[src/design/drive_distance_pid_with_heading_hold_top_macros.svh]
// Assertion helpers for the drive distance controller.
// Both sample on clk_i and are switched off while rst_ni is low.
`ifndef DRIVE_DISTANCE_PID_WITH_HEADING_HOLD_TOP_MACROS_SVH
`define DRIVE_DISTANCE_PID_WITH_HEADING_HOLD_TOP_MACROS_SVH

// same-cycle implication
`define DDPH_ASSERT_IMP(lbl, ante, cons, msg) \
  lbl: assert property (@(posedge clk_i) disable iff (!rst_ni) (ante) |-> (cons)) \
    else $error(msg);

// next-cycle implication
`define DDPH_ASSERT_NXT(lbl, ante, cons, msg) \
  lbl: assert property (@(posedge clk_i) disable iff (!rst_ni) (ante) |=> (cons)) \
    else $error(msg);

`endif

[src/design/ddph_pkg.sv]
package ddph_pkg;

  localparam int ErrW   = 25;
  localparam int DerW   = 26;
  localparam int SumW   = 40;
  localparam int SumLoW = 20;
  localparam int MulAW  = 17;
  localparam int MulBW  = 26;
  localparam int ProdW  = MulAW + MulBW;
  localparam int AccW   = 64;
  localparam int PidW   = 8;
  localparam int PosW   = 24;
  localparam int HeadW  = 9;
  localparam int HdW    = 11;
  localparam int DriveW = 18;
  localparam int CalcW  = 21;
  localparam int GainW  = 16;
  localparam int SpeedW = 7;

  localparam int DistScale   = 68;
  localparam int SettleBand  = 100;
  localparam int SettleLimit = 10;
  localparam int StallBand   = 5;
  localparam int StallLimit  = 500;
  localparam int WarmupTicks = 2;
  localparam int HeadGain    = 500;
  localparam int HalfTurn    = 180;
  localparam int FullTurn    = 360;
  // 12000 = 127*94 + 62
  localparam int MvDen       = 127;
  localparam int MvQuot      = 94;
  localparam int MvRem       = 62;
  // floor(2^20 / 127): quotient estimate is exact or one short
  localparam int RecipShift  = 20;
  localparam int RecipM      = 8256;

  typedef enum logic [0:0] {
    CMD_START = 1'b0,
    CMD_TICK  = 1'b1
  } cmd_e;

  typedef enum logic [2:0] {
    REG_PROP_GAIN  = 3'd0,
    REG_INTEG_GAIN = 3'd1,
    REG_DERIV_GAIN = 3'd2,
    REG_TARGET     = 3'd3,
    REG_MAX_SPEED  = 3'd4
  } reg_idx_e;

  typedef enum logic [1:0] {
    CAUSE_RUN     = 2'd0,
    CAUSE_SETTLED = 2'd1,
    CAUSE_STALLED = 2'd2
  } cause_e;

  typedef enum logic [3:0] {
    ST_IDLE,
    ST_PREP,
    ST_MUL_P,
    ST_MUL_D,
    ST_MUL_IL,
    ST_MUL_IH,
    ST_ACC,
    ST_SCALE,
    ST_RECIP,
    ST_MUL_Q,
    ST_FIX,
    ST_FINAL
  } st_e;

  typedef struct packed {
    logic        [GainW-1:0]  prop_gain;
    logic        [GainW-1:0]  integ_gain;
    logic        [GainW-1:0]  deriv_gain;
    logic signed [GainW-1:0]  target_distance;
    logic        [SpeedW-1:0] max_speed;
  } cfg_t;

endpackage

[src/design/ddph_mul.sv]
module ddph_mul (
  input  logic                                clk_i,
  input  logic signed [ddph_pkg::MulAW-1:0]   a_i,
  input  logic signed [ddph_pkg::MulBW-1:0]   b_i,
  output logic signed [ddph_pkg::ProdW-1:0]   prod_o
);
  import ddph_pkg::*;

  logic signed [ProdW-1:0] prod_q;

  // registered product, one per cycle
  always_ff @(posedge clk_i) begin
    prod_q <= a_i * b_i;
  end

  assign prod_o = prod_q;

endmodule

[src/design/ddph_cfg.sv]
module ddph_cfg (
  input  logic                  clk_i,
  input  logic                  rst_ni,
  input  logic                  psel,
  input  logic                  penable,
  input  logic                  pwrite,
  input  logic [4:0]            paddr,
  input  logic [31:0]           pwdata,
  output logic [31:0]           prdata,
  output logic                  pready,
  output ddph_pkg::cfg_t        cfg_o
);
  import ddph_pkg::*;

  cfg_t     cfg_q, cfg_d;
  reg_idx_e idx;
  logic     wr_en;

  assign idx    = reg_idx_e'(paddr[4:2]);
  assign wr_en  = psel & penable & pwrite;
  assign pready = 1'b1;
  assign cfg_o  = cfg_q;

  always_comb begin
    cfg_d = cfg_q;
    if (wr_en) begin
      case (idx)
        REG_PROP_GAIN:  cfg_d.prop_gain       = pwdata[GainW-1:0];
        REG_INTEG_GAIN: cfg_d.integ_gain      = pwdata[GainW-1:0];
        REG_DERIV_GAIN: cfg_d.deriv_gain      = pwdata[GainW-1:0];
        REG_TARGET:     cfg_d.target_distance = $signed(pwdata[GainW-1:0]);
        REG_MAX_SPEED:  cfg_d.max_speed       = pwdata[SpeedW-1:0];
        default: ;
      endcase
    end
  end

  always_comb begin
    case (idx)
      REG_PROP_GAIN:  prdata = 32'(cfg_q.prop_gain);
      REG_INTEG_GAIN: prdata = 32'(cfg_q.integ_gain);
      REG_DERIV_GAIN: prdata = 32'(cfg_q.deriv_gain);
      REG_TARGET:     prdata = 32'($unsigned(cfg_q.target_distance));
      REG_MAX_SPEED:  prdata = 32'(cfg_q.max_speed);
      default:        prdata = '0;
    endcase
  end

  always_ff @(posedge clk_i or negedge rst_ni) begin
    if (!rst_ni) begin
      cfg_q.prop_gain       <= 16'd1280;
      cfg_q.integ_gain      <= 16'd0;
      cfg_q.deriv_gain      <= 16'd8960;
      cfg_q.target_distance <= 16'sd0;
      cfg_q.max_speed       <= 7'd127;
    end else begin
      cfg_q <= cfg_d;
    end
  end

endmodule

[src/design/ddph_core.sv]
module ddph_core #(
  parameter int GAIN_FRAC_BITS = 8
) (
  input  logic                              clk_i,
  input  logic                              rst_ni,
  input  ddph_pkg::cfg_t                    cfg_i,
  input  logic                              s_valid_i,
  output logic                              s_ready_o,
  input  logic                              s_cmd_i,
  input  logic signed [ddph_pkg::PosW-1:0]  s_pos_i,
  input  logic        [ddph_pkg::HeadW-1:0] s_head_i,
  output logic                              m_valid_o,
  input  logic                              m_ready_i,
  output logic [ddph_pkg::DriveW-1:0]       m_left_o,
  output logic [ddph_pkg::DriveW-1:0]       m_right_o,
  output logic                              m_done_o,
  output logic [1:0]                        m_cause_o
);
  import ddph_pkg::*;

  localparam logic signed [AccW-1:0] RoundBias = (AccW'(1) <<< GAIN_FRAC_BITS) - AccW'(1);
  localparam logic signed [SumW-1:0] SumMax    = {1'b0, {(SumW-1){1'b1}}};
  localparam logic signed [SumW-1:0] SumMin    = {1'b1, {(SumW-1){1'b0}}};

  // control and move state
  st_e                     st_q, st_d;
  logic                    m_valid_q, m_valid_d;
  logic signed [ErrW-1:0]  last_q, last_d;
  logic signed [SumW-1:0]  sum_q, sum_d;
  logic [3:0]              settle_q, settle_d;
  logic [9:0]              stall_q, stall_d;
  logic [1:0]              warm_q, warm_d;
  logic [HeadW-1:0]        hold_q, hold_d;
  logic                    fin_q, fin_d;
  cause_e                  cause_q, cause_d;

  // datapath
  logic signed [PosW-1:0]  pos_q, pos_d;
  logic [HeadW-1:0]        head_q, head_d;
  logic                    zero_q, zero_d;
  logic signed [ErrW-1:0]  err_q, err_d;
  logic signed [DerW-1:0]  der_q, der_d;
  logic signed [AccW-1:0]  acc_q, acc_d;
  logic signed [PidW-1:0]  pid_q, pid_d;
  logic                    tneg_q, tneg_d;
  logic [12:0]             tmag_q, tmag_d;
  logic signed [14:0]      pid94_q, pid94_d;
  logic signed [19:0]      h500_q, h500_d;
  logic [6:0]              qm_q, qm_d;
  logic [6:0]              rm_q, rm_d;
  logic [DriveW-1:0]       left_q, left_d, right_q, right_d;
  logic                    done_q, done_d;
  cause_e                  ocause_q, ocause_d;

  logic signed [MulAW-1:0] mul_a;
  logic signed [MulBW-1:0] mul_b;
  logic signed [ProdW-1:0] prod;

  // working signals
  logic                    s_acc, out_ld;
  logic signed [SumW:0]    sum_wide;
  logic signed [SumW-1:0]  sum_sat, sum_new;
  logic signed [AccW-1:0]  biased, shifted;
  logic signed [PidW-1:0]  lim, nlim;
  logic [4:0]              settle_n;
  logic [10:0]             stall_n;
  logic signed [13:0]      t62;
  logic signed [HdW-1:0]   hd, hw;
  logic [6:0]              q0;
  logic [13:0]             rem;
  logic signed [PidW-1:0]  qf;
  logic [6:0]              rf;
  logic signed [CalcW-1:0] sl, sr, dl, dr;

  ddph_mul u_mul (
    .clk_i  (clk_i),
    .a_i    (mul_a),
    .b_i    (mul_b),
    .prod_o (prod)
  );

  assign s_ready_o = (st_q == ST_IDLE);
  assign s_acc     = s_valid_i & s_ready_o;
  assign out_ld    = (st_q == ST_FINAL) & (~m_valid_q | m_ready_i);

  // operand select for the shared multiplier
  always_comb begin
    case (st_q)
      ST_MUL_P: begin
        mul_a = $signed({1'b0, cfg_i.prop_gain});
        mul_b = MulBW'(err_q);
      end
      ST_MUL_D: begin
        mul_a = $signed({1'b0, cfg_i.deriv_gain});
        mul_b = der_q;
      end
      ST_MUL_IL: begin
        mul_a = $signed({1'b0, cfg_i.integ_gain});
        mul_b = $signed({{(MulBW-SumLoW){1'b0}}, sum_q[SumLoW-1:0]});
      end
      ST_MUL_IH: begin
        mul_a = $signed({1'b0, cfg_i.integ_gain});
        mul_b = MulBW'($signed(sum_q[SumW-1:SumLoW]));
      end
      ST_MUL_Q: begin
        mul_a = MulAW'(RecipM);
        mul_b = $signed({{(MulBW-13){1'b0}}, tmag_q});
      end
      default: begin
        mul_a = '0;
        mul_b = '0;
      end
    endcase
  end

  // arithmetic pieces, each used in one state
  always_comb begin
    // saturating integral, cleared on an error signum change
    sum_wide = (SumW+1)'(sum_q) + (SumW+1)'(err_q);
    if (sum_wide[SumW] != sum_wide[SumW-1]) begin
      sum_sat = sum_wide[SumW] ? SumMin : SumMax;
    end else begin
      sum_sat = sum_wide[SumW-1:0];
    end
    sum_new = (cfg_i.integ_gain != '0) ? sum_sat : sum_q;
    if ((err_q[ErrW-1] != last_q[ErrW-1]) || ((err_q == '0) != (last_q == '0))) begin
      sum_new = '0;
    end

    // Q-format scale, truncating toward zero, then clamp
    biased  = acc_q + (acc_q[AccW-1] ? RoundBias : AccW'(0));
    shifted = biased >>> GAIN_FRAC_BITS;
    lim     = $signed({1'b0, cfg_i.max_speed});
    nlim    = -lim;

    settle_n = ((err_q < ErrW'(SettleBand)) && (err_q > ErrW'(-SettleBand))) ?
               5'({1'b0, settle_q} + 5'd1) : 5'd0;
    stall_n  = ((der_q < DerW'(StallBand)) && (der_q > DerW'(-StallBand))) ?
               11'({1'b0, stall_q} + 11'd1) : {1'b0, stall_q};

    // heading error with wrap
    t62 = 14'(pid_q) * 14'(MvRem);
    hd  = $signed({2'b0, hold_q}) - $signed({2'b0, head_q});
    if (hd > HdW'(HalfTurn)) begin
      hw = hd - HdW'(FullTurn);
    end else if (hd < HdW'(-HalfTurn)) begin
      hw = hd + HdW'(FullTurn);
    end else begin
      hw = hd;
    end

    // reciprocal quotient and one correction step
    q0  = prod[RecipShift+6:RecipShift];
    rem = 14'(tmag_q) - 14'(q0) * 14'(MvDen);

    // floor quotient and remainder of the signed fraction term
    if (!tneg_q) begin
      qf = $signed({1'b0, qm_q});
      rf = rm_q;
    end else if (rm_q == '0) begin
      qf = -$signed({1'b0, qm_q});
      rf = '0;
    end else begin
      qf = -$signed({1'b0, qm_q}) - PidW'(1);
      rf = 7'(7'(MvDen) - rm_q);
    end
    sl = CalcW'(pid94_q) + CalcW'(h500_q) + CalcW'(qf);
    sr = CalcW'(pid94_q) - CalcW'(h500_q) + CalcW'(qf);
    dl = sl + CalcW'((sl < 0) && (rf != '0));
    dr = sr + CalcW'((sr < 0) && (rf != '0));
  end

  // sequencer
  always_comb begin
    st_d      = st_q;
    m_valid_d = m_valid_q;
    last_d    = last_q;
    sum_d     = sum_q;
    settle_d  = settle_q;
    stall_d   = stall_q;
    warm_d    = warm_q;
    hold_d    = hold_q;
    fin_d     = fin_q;
    cause_d   = cause_q;
    pos_d     = pos_q;
    head_d    = head_q;
    zero_d    = zero_q;
    err_d     = err_q;
    der_d     = der_q;
    acc_d     = acc_q;
    pid_d     = pid_q;
    tneg_d    = tneg_q;
    tmag_d    = tmag_q;
    pid94_d   = pid94_q;
    h500_d    = h500_q;
    qm_d      = qm_q;
    rm_d      = rm_q;
    left_d    = left_q;
    right_d   = right_q;
    done_d    = done_q;
    ocause_d  = ocause_q;

    if (m_valid_q && m_ready_i) begin
      m_valid_d = 1'b0;
    end

    case (st_q)
      ST_IDLE: begin
        if (s_acc) begin
          pos_d  = s_pos_i;
          head_d = s_head_i;
          if (cmd_e'(s_cmd_i) == CMD_START) begin
            last_d   = '0;
            sum_d    = '0;
            settle_d = '0;
            stall_d  = '0;
            warm_d   = '0;
            fin_d    = 1'b0;
            cause_d  = CAUSE_RUN;
            hold_d   = s_head_i;
            zero_d   = 1'b1;
            st_d     = ST_FINAL;
          end else if (fin_q) begin
            zero_d = 1'b1;
            st_d   = ST_FINAL;
          end else begin
            zero_d = 1'b0;
            st_d   = ST_PREP;
          end
        end
      end
      ST_PREP: begin
        err_d = ErrW'(cfg_i.target_distance) * ErrW'(DistScale) - ErrW'(pos_q);
        st_d  = ST_MUL_P;
      end
      ST_MUL_P: begin
        der_d  = DerW'(err_q) - DerW'(last_q);
        last_d = err_q;
        sum_d  = sum_new;
        acc_d  = '0;
        st_d   = ST_MUL_D;
      end
      ST_MUL_D: begin
        acc_d = acc_q + AccW'(prod);
        st_d  = ST_MUL_IL;
      end
      ST_MUL_IL: begin
        acc_d = acc_q + AccW'(prod);
        st_d  = ST_MUL_IH;
      end
      ST_MUL_IH: begin
        acc_d = acc_q + AccW'(prod);
        st_d  = ST_ACC;
      end
      ST_ACC: begin
        acc_d = acc_q + (AccW'(prod) <<< SumLoW);
        st_d  = ST_SCALE;
      end
      ST_SCALE: begin
        if (shifted > AccW'(lim)) begin
          pid_d = lim;
        end else if (shifted < AccW'(nlim)) begin
          pid_d = nlim;
        end else begin
          pid_d = shifted[PidW-1:0];
        end
        if (warm_q < 2'(WarmupTicks)) begin
          warm_d = warm_q + 2'd1;
          zero_d = 1'b1;
        end else begin
          settle_d = settle_n[3:0];
          stall_d  = stall_n[9:0];
          if (settle_n > 5'(SettleLimit)) begin
            fin_d   = 1'b1;
            cause_d = CAUSE_SETTLED;
          end else if (stall_n > 11'(StallLimit)) begin
            fin_d   = 1'b1;
            cause_d = CAUSE_STALLED;
          end
        end
        st_d = ST_RECIP;
      end
      ST_RECIP: begin
        tneg_d  = t62[13];
        tmag_d  = t62[13] ? 13'(-t62) : t62[12:0];
        pid94_d = 15'(pid_q) * 15'(MvQuot);
        h500_d  = 20'(hw) * 20'(HeadGain);
        st_d    = ST_MUL_Q;
      end
      ST_MUL_Q: begin
        // reciprocal product of the registered magnitude
        st_d = ST_FIX;
      end
      ST_FIX: begin
        if (rem >= 14'(MvDen)) begin
          qm_d = q0 + 7'd1;
          rm_d = 7'(rem - 14'(MvDen));
        end else begin
          qm_d = q0;
          rm_d = rem[6:0];
        end
        st_d = ST_FINAL;
      end
      ST_FINAL: begin
        if (out_ld) begin
          m_valid_d = 1'b1;
          done_d    = fin_q;
          ocause_d  = fin_q ? cause_q : CAUSE_RUN;
          if (zero_q || fin_q) begin
            left_d  = '0;
            right_d = '0;
          end else begin
            left_d  = dl[DriveW-1:0];
            right_d = dr[DriveW-1:0];
          end
          st_d = ST_IDLE;
        end
      end
      default: st_d = ST_IDLE;
    endcase
  end

  always_ff @(posedge clk_i or negedge rst_ni) begin
    if (!rst_ni) begin
      st_q      <= ST_IDLE;
      m_valid_q <= 1'b0;
      last_q    <= '0;
      sum_q     <= '0;
      settle_q  <= '0;
      stall_q   <= '0;
      warm_q    <= '0;
      hold_q    <= '0;
      fin_q     <= 1'b0;
      cause_q   <= CAUSE_RUN;
    end else begin
      st_q      <= st_d;
      m_valid_q <= m_valid_d;
      last_q    <= last_d;
      sum_q     <= sum_d;
      settle_q  <= settle_d;
      stall_q   <= stall_d;
      warm_q    <= warm_d;
      hold_q    <= hold_d;
      fin_q     <= fin_d;
      cause_q   <= cause_d;
    end
  end

  always_ff @(posedge clk_i) begin
    pos_q    <= pos_d;
    head_q   <= head_d;
    zero_q   <= zero_d;
    err_q    <= err_d;
    der_q    <= der_d;
    acc_q    <= acc_d;
    pid_q    <= pid_d;
    tneg_q   <= tneg_d;
    tmag_q   <= tmag_d;
    pid94_q  <= pid94_d;
    h500_q   <= h500_d;
    qm_q     <= qm_d;
    rm_q     <= rm_d;
    left_q   <= left_d;
    right_q  <= right_d;
    done_q   <= done_d;
    ocause_q <= ocause_d;
  end

  assign m_valid_o = m_valid_q;
  assign m_left_o  = left_q;
  assign m_right_o = right_q;
  assign m_done_o  = done_q;
  assign m_cause_o = ocause_q;

endmodule

[src/design/drive_distance_pid_with_heading_hold_top.sv]
// Channel   Dir  Handshake              Payload
// config    in   psel/penable/pwrite    5 registers at byte address 4*index, 32-bit data
// s_axis    in   tvalid/tready          tuser: cmd; tdata: position, heading
// m_axis    out  tvalid/tready          tuser: done_res, stop_cause; tdata: left, right
//
// Control tick: steps prep, P, D, two integral multiplies, accumulate, scale, reciprocal,
// quotient multiply, fix, final; no new item until the result is loaded. The four PID products
// (P, D, two integral halves) and the divide-by-127 reciprocal share one 17x26 multiplier,
// one registered product per cycle. Start item or tick after the move ended: straight to final.
// Reset restores the default gains and clears all move state.
// Input is taken only while idle; a stalled result holds the sequencer in its last step.
`include "drive_distance_pid_with_heading_hold_top_macros.svh"

module drive_distance_pid_with_heading_hold_top #(
  parameter int GAIN_FRAC_BITS = 8   // fraction bits of the gain registers
) (
  input  logic        clk_i,
  input  logic        rst_ni,
  // configuration
  input  logic        psel,
  input  logic        penable,
  input  logic        pwrite,
  input  logic [4:0]  paddr,
  input  logic [31:0] pwdata,
  output logic [31:0] prdata,
  output logic        pready,
  // input items
  input  logic        s_axis_tvalid,
  output logic        s_axis_tready,
  input  logic [39:0] s_axis_tdata,   // [23:0] position, [32:24] heading, rest zero
  input  logic [0:0]  s_axis_tuser,   // [0] cmd
  // result items
  output logic        m_axis_tvalid,
  input  logic        m_axis_tready,
  output logic [39:0] m_axis_tdata,   // [17:0] left_drive, [35:18] right_drive, rest zero
  output logic [2:0]  m_axis_tuser    // [0] done_res, [2:1] stop_cause
);
  import ddph_pkg::*;

  cfg_t              cfg;
  logic [DriveW-1:0] left_drive, right_drive;
  logic              done_res;
  logic [1:0]        stop_cause;

  // register file, read live by the core on every tick
  ddph_cfg u_cfg (
    .clk_i   (clk_i),
    .rst_ni  (rst_ni),
    .psel    (psel),
    .penable (penable),
    .pwrite  (pwrite),
    .paddr   (paddr),
    .pwdata  (pwdata),
    .prdata  (prdata),
    .pready  (pready),
    .cfg_o   (cfg)
  );

  // sequencer, shared multiplier and output register
  ddph_core #(
    .GAIN_FRAC_BITS (GAIN_FRAC_BITS)
  ) u_core (
    .clk_i     (clk_i),
    .rst_ni    (rst_ni),
    .cfg_i     (cfg),
    .s_valid_i (s_axis_tvalid),
    .s_ready_o (s_axis_tready),
    .s_cmd_i   (s_axis_tuser[0]),
    .s_pos_i   ($signed(s_axis_tdata[PosW-1:0])),
    .s_head_i  (s_axis_tdata[PosW+HeadW-1:PosW]),
    .m_valid_o (m_axis_tvalid),
    .m_ready_i (m_axis_tready),
    .m_left_o  (left_drive),
    .m_right_o (right_drive),
    .m_done_o  (done_res),
    .m_cause_o (stop_cause)
  );

  assign m_axis_tdata = {4'b0, right_drive, left_drive};
  assign m_axis_tuser = {stop_cause, done_res};

  // one item at a time: the core leaves idle on every accept
  `DDPH_ASSERT_NXT(a_one_item, s_axis_tvalid && s_axis_tready, !s_axis_tready, "busy accept")

  // an ended move always reports zero drives
  `DDPH_ASSERT_IMP(a_done_zero, m_axis_tvalid && done_res, m_axis_tdata == '0, "drive after end")

  // a stop cause is given exactly when the move has ended
  `DDPH_ASSERT_IMP(a_cause_done, m_axis_tvalid, (stop_cause != 2'b00) == done_res, "cause vs done")

endmodule
[config.mk]
export PLATFORM = sky130hd
export DESIGN_NAME = drive_distance_pid_with_heading_hold_top
export DESIGN_NICKNAME = d
export VERILOG_FILES = /design/src/design/ddph_pkg.sv /design/src/design/ddph_mul.sv /design/src/design/ddph_cfg.sv /design/src/design/ddph_core.sv /design/src/design/drive_distance_pid_with_heading_hold_top.sv
export VERILOG_INCLUDE_DIRS = /design/src /design/src/design
export SDC_FILE = /design/constraint.sdc
export NUM_CORES = 2
export LEC_CHECK = 0
export BUFFER_PORTS_ARGS = -buffer_cell sky130_fd_sc_hd__buf_4
export CAP_MARGIN = 20
export CORE_MARGIN = 8
export CORE_UTILIZATION = 25
export DETAILED_ROUTE_END_ITERATION = 12
export GPL_ROUTABILITY_DRIVEN = 1
export SLEW_MARGIN = 10
export SYNTH_ARGS = -nofsm -noshare
export SYNTH_HDL_FRONTEND = slang
export SYNTH_HIERARCHICAL = 1
export SYNTH_SLANG_ARGS = --single-unit
[constraint.sdc]
create_clock -name clk_i -period 9.7 [get_ports clk_i]
set_input_delay 1.455 -clock clk_i [delete_from_list [all_inputs] [get_ports clk_i]]
set_output_delay 1.455 -clock clk_i [all_outputs]
set_load 0.005 [all_outputs]
Yosys cells after proc, flatten, opt, wreduce, memory -nomap -nowiden. Cells that the tools add are included.

Output and inout port bits: 78. Logic and storage cells: 210. Flip-flop bits (word level): 468. Bits in read-only memories: 0. Bits in latches: 0. Memory bits (writable): 0. Memories kept: 0.

Reduce and logical (&&, ||, !) cells: 34. Magnitude comparators: 14. Shift-type cells: 0. Bitwise logic cells: 7. Multipliers: 6. Divide/modulo/power cells: 0. Muxes and demuxes: 63. Add/sub/neg operators: 26. Equality and inequality tests: 25.

Operator list (count): 40-bit 2-to-1 mux (6); 64-bit case mux with 3 select lines (1); 26-bit case mux with 5 select lines (1); 16-bit case mux with 5 select lines (1); 40-bit case mux with 2 select lines (1); 64-bit by 43-bit adder with 64-bit output (1); 64-bit by 63-bit adder with 64-bit output (1); 64-bit by 9-bit adder with 64-bit output (1); 16-bit case mux with 4 select lines (1); 56-bit by 8-bit greater-than comparator with 1-bit output (1); 56-bit by 8-bit less-than comparator with 1-bit output (1); 25-bit zero test (2); 25-bit 2-to-1 mux (2); 25-bit case mux with 2 select lines (1); 4-bit case mux with 12 select lines (1); 17-bit by 26-bit multiplier with 43-bit output (1); 21-bit by 8-bit adder with 21-bit output (2); 21-bit by 1-bit less-than comparator with 1-bit output (second input constant) (2); 40-bit by 25-bit adder with 41-bit output (1); 18-bit by 1-bit adder with 18-bit output (2); 7-bit 2-to-1 mux (5); 11-bit 2-to-1 mux (3); 8-bit 2-to-1 mux (4); 10-bit 2-to-1 mux (3); other kinds (69) (130).

Depth between registers and ports, before layout.
Depth after elaboration: 8. Depth in mapped cells: 34.

Hierarchy. Netlist, hierarchy kept.

Modules (own cells, without submodules): ddph_core (cells each 4163, seq. area each 10079.7 um2, area an instance 37788.7 um2, instances 1); ddph_mul (cells each 1808, seq. area each 860.8 um2, area an instance 16641.0 um2, instances 1); ddph_cfg (cells each 232, seq. area each 1791.7 um2, area an instance 3443.3 um2, instances 1); drive_distance_pid_with_heading_hold_top (cells each 6, seq. area each 0.0 um2, area an instance 41.3 um2, instances 1).

Least setup slack after synthesis. OpenSTA, ideal clock, no wires.

Path type: register -> register. From: register u_core.st_q[2]. To: register u_core.u_mul.prod_q[39], in the netlist u_core/u_mul/prod_o[39]. Path slack: 1.268 ns. Arrival time: 8.336 ns. Cell stages (with the launch flop): 31. Setup time: 0.096 ns. Path buffers: 6. Cell sequence: dfrtp_1 > or2_2 > clkbuf_1 > nor2_1 > clkbuf_1 > buf_1 > a22oi_1 > nand2_1 > clkbuf_1 > clkbuf_1 > nand2_1 > fa_1 > inv_1 > fa_1 > fa_1 > fa_1 > fa_1 > inv_1 > fa_1 > inv_1 > ha_1 > clkbuf_2 > nand4_1 > inv_1 > a221oi_1 > o21ai_0 > a21oi_4 > a21oi_2 > o31a_1 > mux2i_1 > nor4b_1.

Word-level cells in the longest chain between the ends: 4. Elaborated cells on any way between the ends: 9. Those cells by class: mul (1); eq/ne (5); mux (2); reduce/logical (1).

Ends and longest elaborated chain: from (decl) (line ddph_core.sv:26) `st_e st_q, st_d;`; from (signal assigned) (line ddph_core.sv:336) `st_q <= st_d;`; 4-bit by 3-bit == test with 1-bit output (line ddph_core.sv:88) `case (st_q)`; 2-bit OR reduction (no line); 16-bit case mux with 4 select lines (*) (line ddph_core.sv:88); net u_core.mul_a[8] (line ddph_core.sv:55) `logic signed [MulAW-1:0] mul_a;`; 17-bit by 26-bit multiplier with 43-bit output (*) (line ddph_mul.sv:13) `prod_q <= a_i * b_i;`; to (signal assigned) (line ddph_mul.sv:13); to (decl) (line ddph_mul.sv:9) `logic signed [ProdW-1:0] prod_q;`.

Mark *: on every way through the listed nets, which the timed path passes. The rest lies on a longest branch. A chain may end at the register's enable or synchronous reset.

Worst setup path after layout.
From: register u_core.st_q[1]. To: register u_core.u_mul.prod_q[39], in the netlist u_core/u_mul/prod_o[39].

Elaborated cells on any way between the ends: 9. Those cells by class: mul (1); eq/ne (5); mux (2); reduce/logical (1).

RTL lines: 4-bit == test, or another cell as far along (line ddph_core.sv:88); 26-bit case mux with 5 select lines (*) (line ddph_core.sv:88); net u_core.mul_b[23] (line ddph_core.sv:56) `logic signed [MulBW-1:0] mul_b;`; 17-bit by 26-bit multiplier with 43-bit output (*) (line ddph_mul.sv:13).

Marked as above.

==> impl_metrics.env <==
export IMPL_status="finished clean"
export IMPL_setup_violations_final=0
export IMPL_ys_async_sr_fraction=0.363
export IMPL_drv_cap=0
export IMPL_num_io_pins=163
export IMPL_wire_per_inst_um=17.3
export IMPL_gp_congestion=0.904
export IMPL_ctsResizeCount=0
export IMPL_antenna_found_initial=2
export IMPL_yosys_register_bits=466
export IMPL_tightest_slew_ns=1.13
export IMPL_cts_hold_buf=0
export IMPL_cts_made_buffers=55
export IMPL_syn_to_final_growth_pct=10.9
export IMPL_core_area_mm2=0.230
export IMPL_die_h_um=497
export IMPL_holdPathStages=2
export IMPL_reg2reg_from="u_core/st_q[1]"
export IMPL_ys_seq_area_frac=0.220
export IMPL_drt_iter0_drc=3249
export IMPL_rows=176
export IMPL_yosysWarnings=6
export IMPL_yosysTopAreaCell="fa_1"
export IMPL_r2r_end="u_core/u_mul/prod_o[39]"
export IMPL_slew_headroom=0.249
export IMPL_synth_ff_type="edfxtp_1"
export IMPL_dieArea_mm2=0.247
export IMPL_path_class="register to register"
export IMPL_postCtsSetupRepairBufs=0
export IMPL_overflow=0
export IMPL_ant_nets=0
export IMPL_die_w_um=497
export IMPL_fillers=24200
export IMPL_yosysUniqueCellTypes=114
export IMPL_drive_gt1_frac=0.0754
export IMPL_drt_first_pass_iters=8
export IMPL_fin_crit_sh=0.949
export IMPL_crit_fanout=34
export IMPL_hold_viol_final=0
export IMPL_gr_usage_all_layers=0.126
export IMPL_syn_area_mm2=0.0579
export IMPL_worst_endpoint_arrival_ns=9.72
export IMPL_rsz0062_at_grt="no"
export IMPL_drc=0
export IMPL_num_nets_final=7540
export IMPL_synth_avg_cell_area_um2=9.33
export IMPL_start_util=0.252
export IMPL_cts_clk_slew_worst_paths_ns=0.06
export IMPL_numPortBuffers=116
export IMPL_synth_edf_count=254
export IMPL_r2r_setup_slack_ns=0.50
export IMPL_yosysMostFrequentCell="inv_1"
export IMPL_cp_required_ns=10.22
export IMPL_grt_pass1_vias=46200
export IMPL_hold_path_class="register to register"
export IMPL_cts_tree="yes"
export IMPL_clkSinkCount=466
export IMPL_cts_max_level=2
export IMPL_dp_hpwl_mm=128
export IMPL_synth_area_top_cells="fa_1 20%, edfxtp_1 13%, ha_1 13%"
export IMPL_clk_latency_ns=0.70
export IMPL_synthesis_instances=6209
export IMPL_drv_slew=0
export IMPL_yosysTopAreaCellShare=0.199
export IMPL_min_delay_start="u_core/hold_q[6]"
export IMPL_max_freq_mhz=109
export IMPL_finClkSkew_ns=0.0520
export IMPL_holdPathEnd="u_core/hold_q[6]"
export IMPL_crit_path_start_kind="register"
export IMPL_rr_worst_depth=26
export IMPL_place_area_mm2=0.0624
export IMPL_via_per_inst=4.83
export IMPL_worstSetupEndpointType="register"
export IMPL_antenna_cells=0
export IMPL_grt_pass1_wl_mm=257
export IMPL_vias=45200
export IMPL_fin_setup_tns_ns=0
export IMPL_finalCriticalPeriod_ns=9.20
export IMPL_wl_mm=162
export IMPL_grt_max_degree=67
export IMPL_clockBufferDepth=3
export IMPL_fin_area_mm2=0.0642
export IMPL_synth_top_cells_by_count="928 x inv_1, 590 x ha_1, 576 x fa_1"
export IMPL_critical_path_startpoint="u_core/st_q[1]"
export IMPL_root_buffer="clkbuf_16"
## cells in the final DEF, fill, tap and decap left out, types with 157 or more instances in the layout
cell type / count
buf_4: 186
ha_1: 590
a21oi_1: 297
nor2_1: 304
fa_1: 576
edfxtp_1: 254
xnor2_1: 283
o21ai_0: 233
dfrtp_1: 157
and2_1: 227
nand2_1: 546
inv_1: 928
## sequential cells by signal, indices dropped and copies added, names as in the netlist, 24 cells and up
register and cells:
u_cfg/cfg_o 71, u_core/acc_q 64, u_core/der_q 26, u_core/err_q 25, u_core/last_q 25, u_core/pos_q 24
u_core/sum_q 40, u_core/u_mul/prod_o 43
## metrics by stage
step	hold WS [ns]	setup slack [ns]	instances	util
2_1_floorplan	0.451	1.27	6233	-
3_3_place_gp	0.466	0.682	9257	0.271
3_5_place_dp	0.474	0.665	9257	0.271
4_1_cts	0.493	0.600	9361	0.279
5_1_grt	0.522	0.0260	9362	0.279
6_report	0.493	0.498	9362	0.279
## worst max-delay path by stage
stage	end	cells past startpoint
after floorplan	u_core/u_mul/prod_o[39]	30
after global placement	u_core/u_mul/prod_o[42]	24
after detailed placement	u_core/u_mul/prod_o[39]	26
after CTS	u_core/u_mul/prod_o[39]	26
after global routing	u_core/u_mul/prod_o[39]	26
final	u_core/u_mul/prod_o[39]	26
## cells by family (layout without fill, tap and decap cells)
kind of cell,after synthesis,after routing,share of synthesized area
adders and majority gates,1167,1167,0.327
muxes,102,102,0.0221
other,4,28,0.000259
and+or+nand+nor,1677,1677,0.145
buffers and inverters,1117,1220,0.0752
AOI/OAI and AO/OA,1247,1247,0.146
xor gates and xnor gates,429,429,0.0652
DFF,466,466,0.220
## area by class of cell
cell class / count / area [µm²] / area share
clock buffers: 81 / 1570 / 0.0244
inverters: 928 / 3480 / 0.0543
multi-input cells: 4650 / 41000 / 0.639
flip-flops and latches: 466 / 12700 / 0.198
repair buffers: 188 / 1410 / 0.0220
well taps: 3026 / 3790 / 0.0590
clock inverters: 23 / 226 / 0.00353
## per-layer routing
| metal | wire [µm] | GRT usage | up-vias |
|---|---|---|---|
| met5 | 0 | 0 | - |
| met4 | 5370 | 0.0372 | 0 |
| met3 | 11800 | 0.0270 | 291 |
| met2 | 70000 | 0.196 | 1375 |
| met1 | 74900 | 0.176 | 22200 |
| li1 | - | - | 21300 |
## critical path: stages, from the launching register on
cell	delay [ns]
dfrtp_1	0.64
nand2b_1	0.33
nor2_4	0.89
buf_4	0.53
a221o_1	0.85
nand2_1	0.19
fa_1	0.58
inv_1	0.06
fa_1	0.55
inv_1	0.06
fa_1	0.50
inv_1	0.05
fa_1	0.48
fa_1	0.52
inv_1	0.05
fa_1	0.47
inv_1	0.05
ha_1	0.36
a21o_1	0.20
a21o_1	0.17
a21oi_1	0.15
o21ai_0	0.15
a21oi_4	0.22
a21oi_2	0.10
o31a_1	0.31
mux2i_1	0.15
nor4b_1	0.41
Power is left out: the tool's default activity adds up to more than one toggle a clock period on the data nets, which glitch-free logic cannot reach.
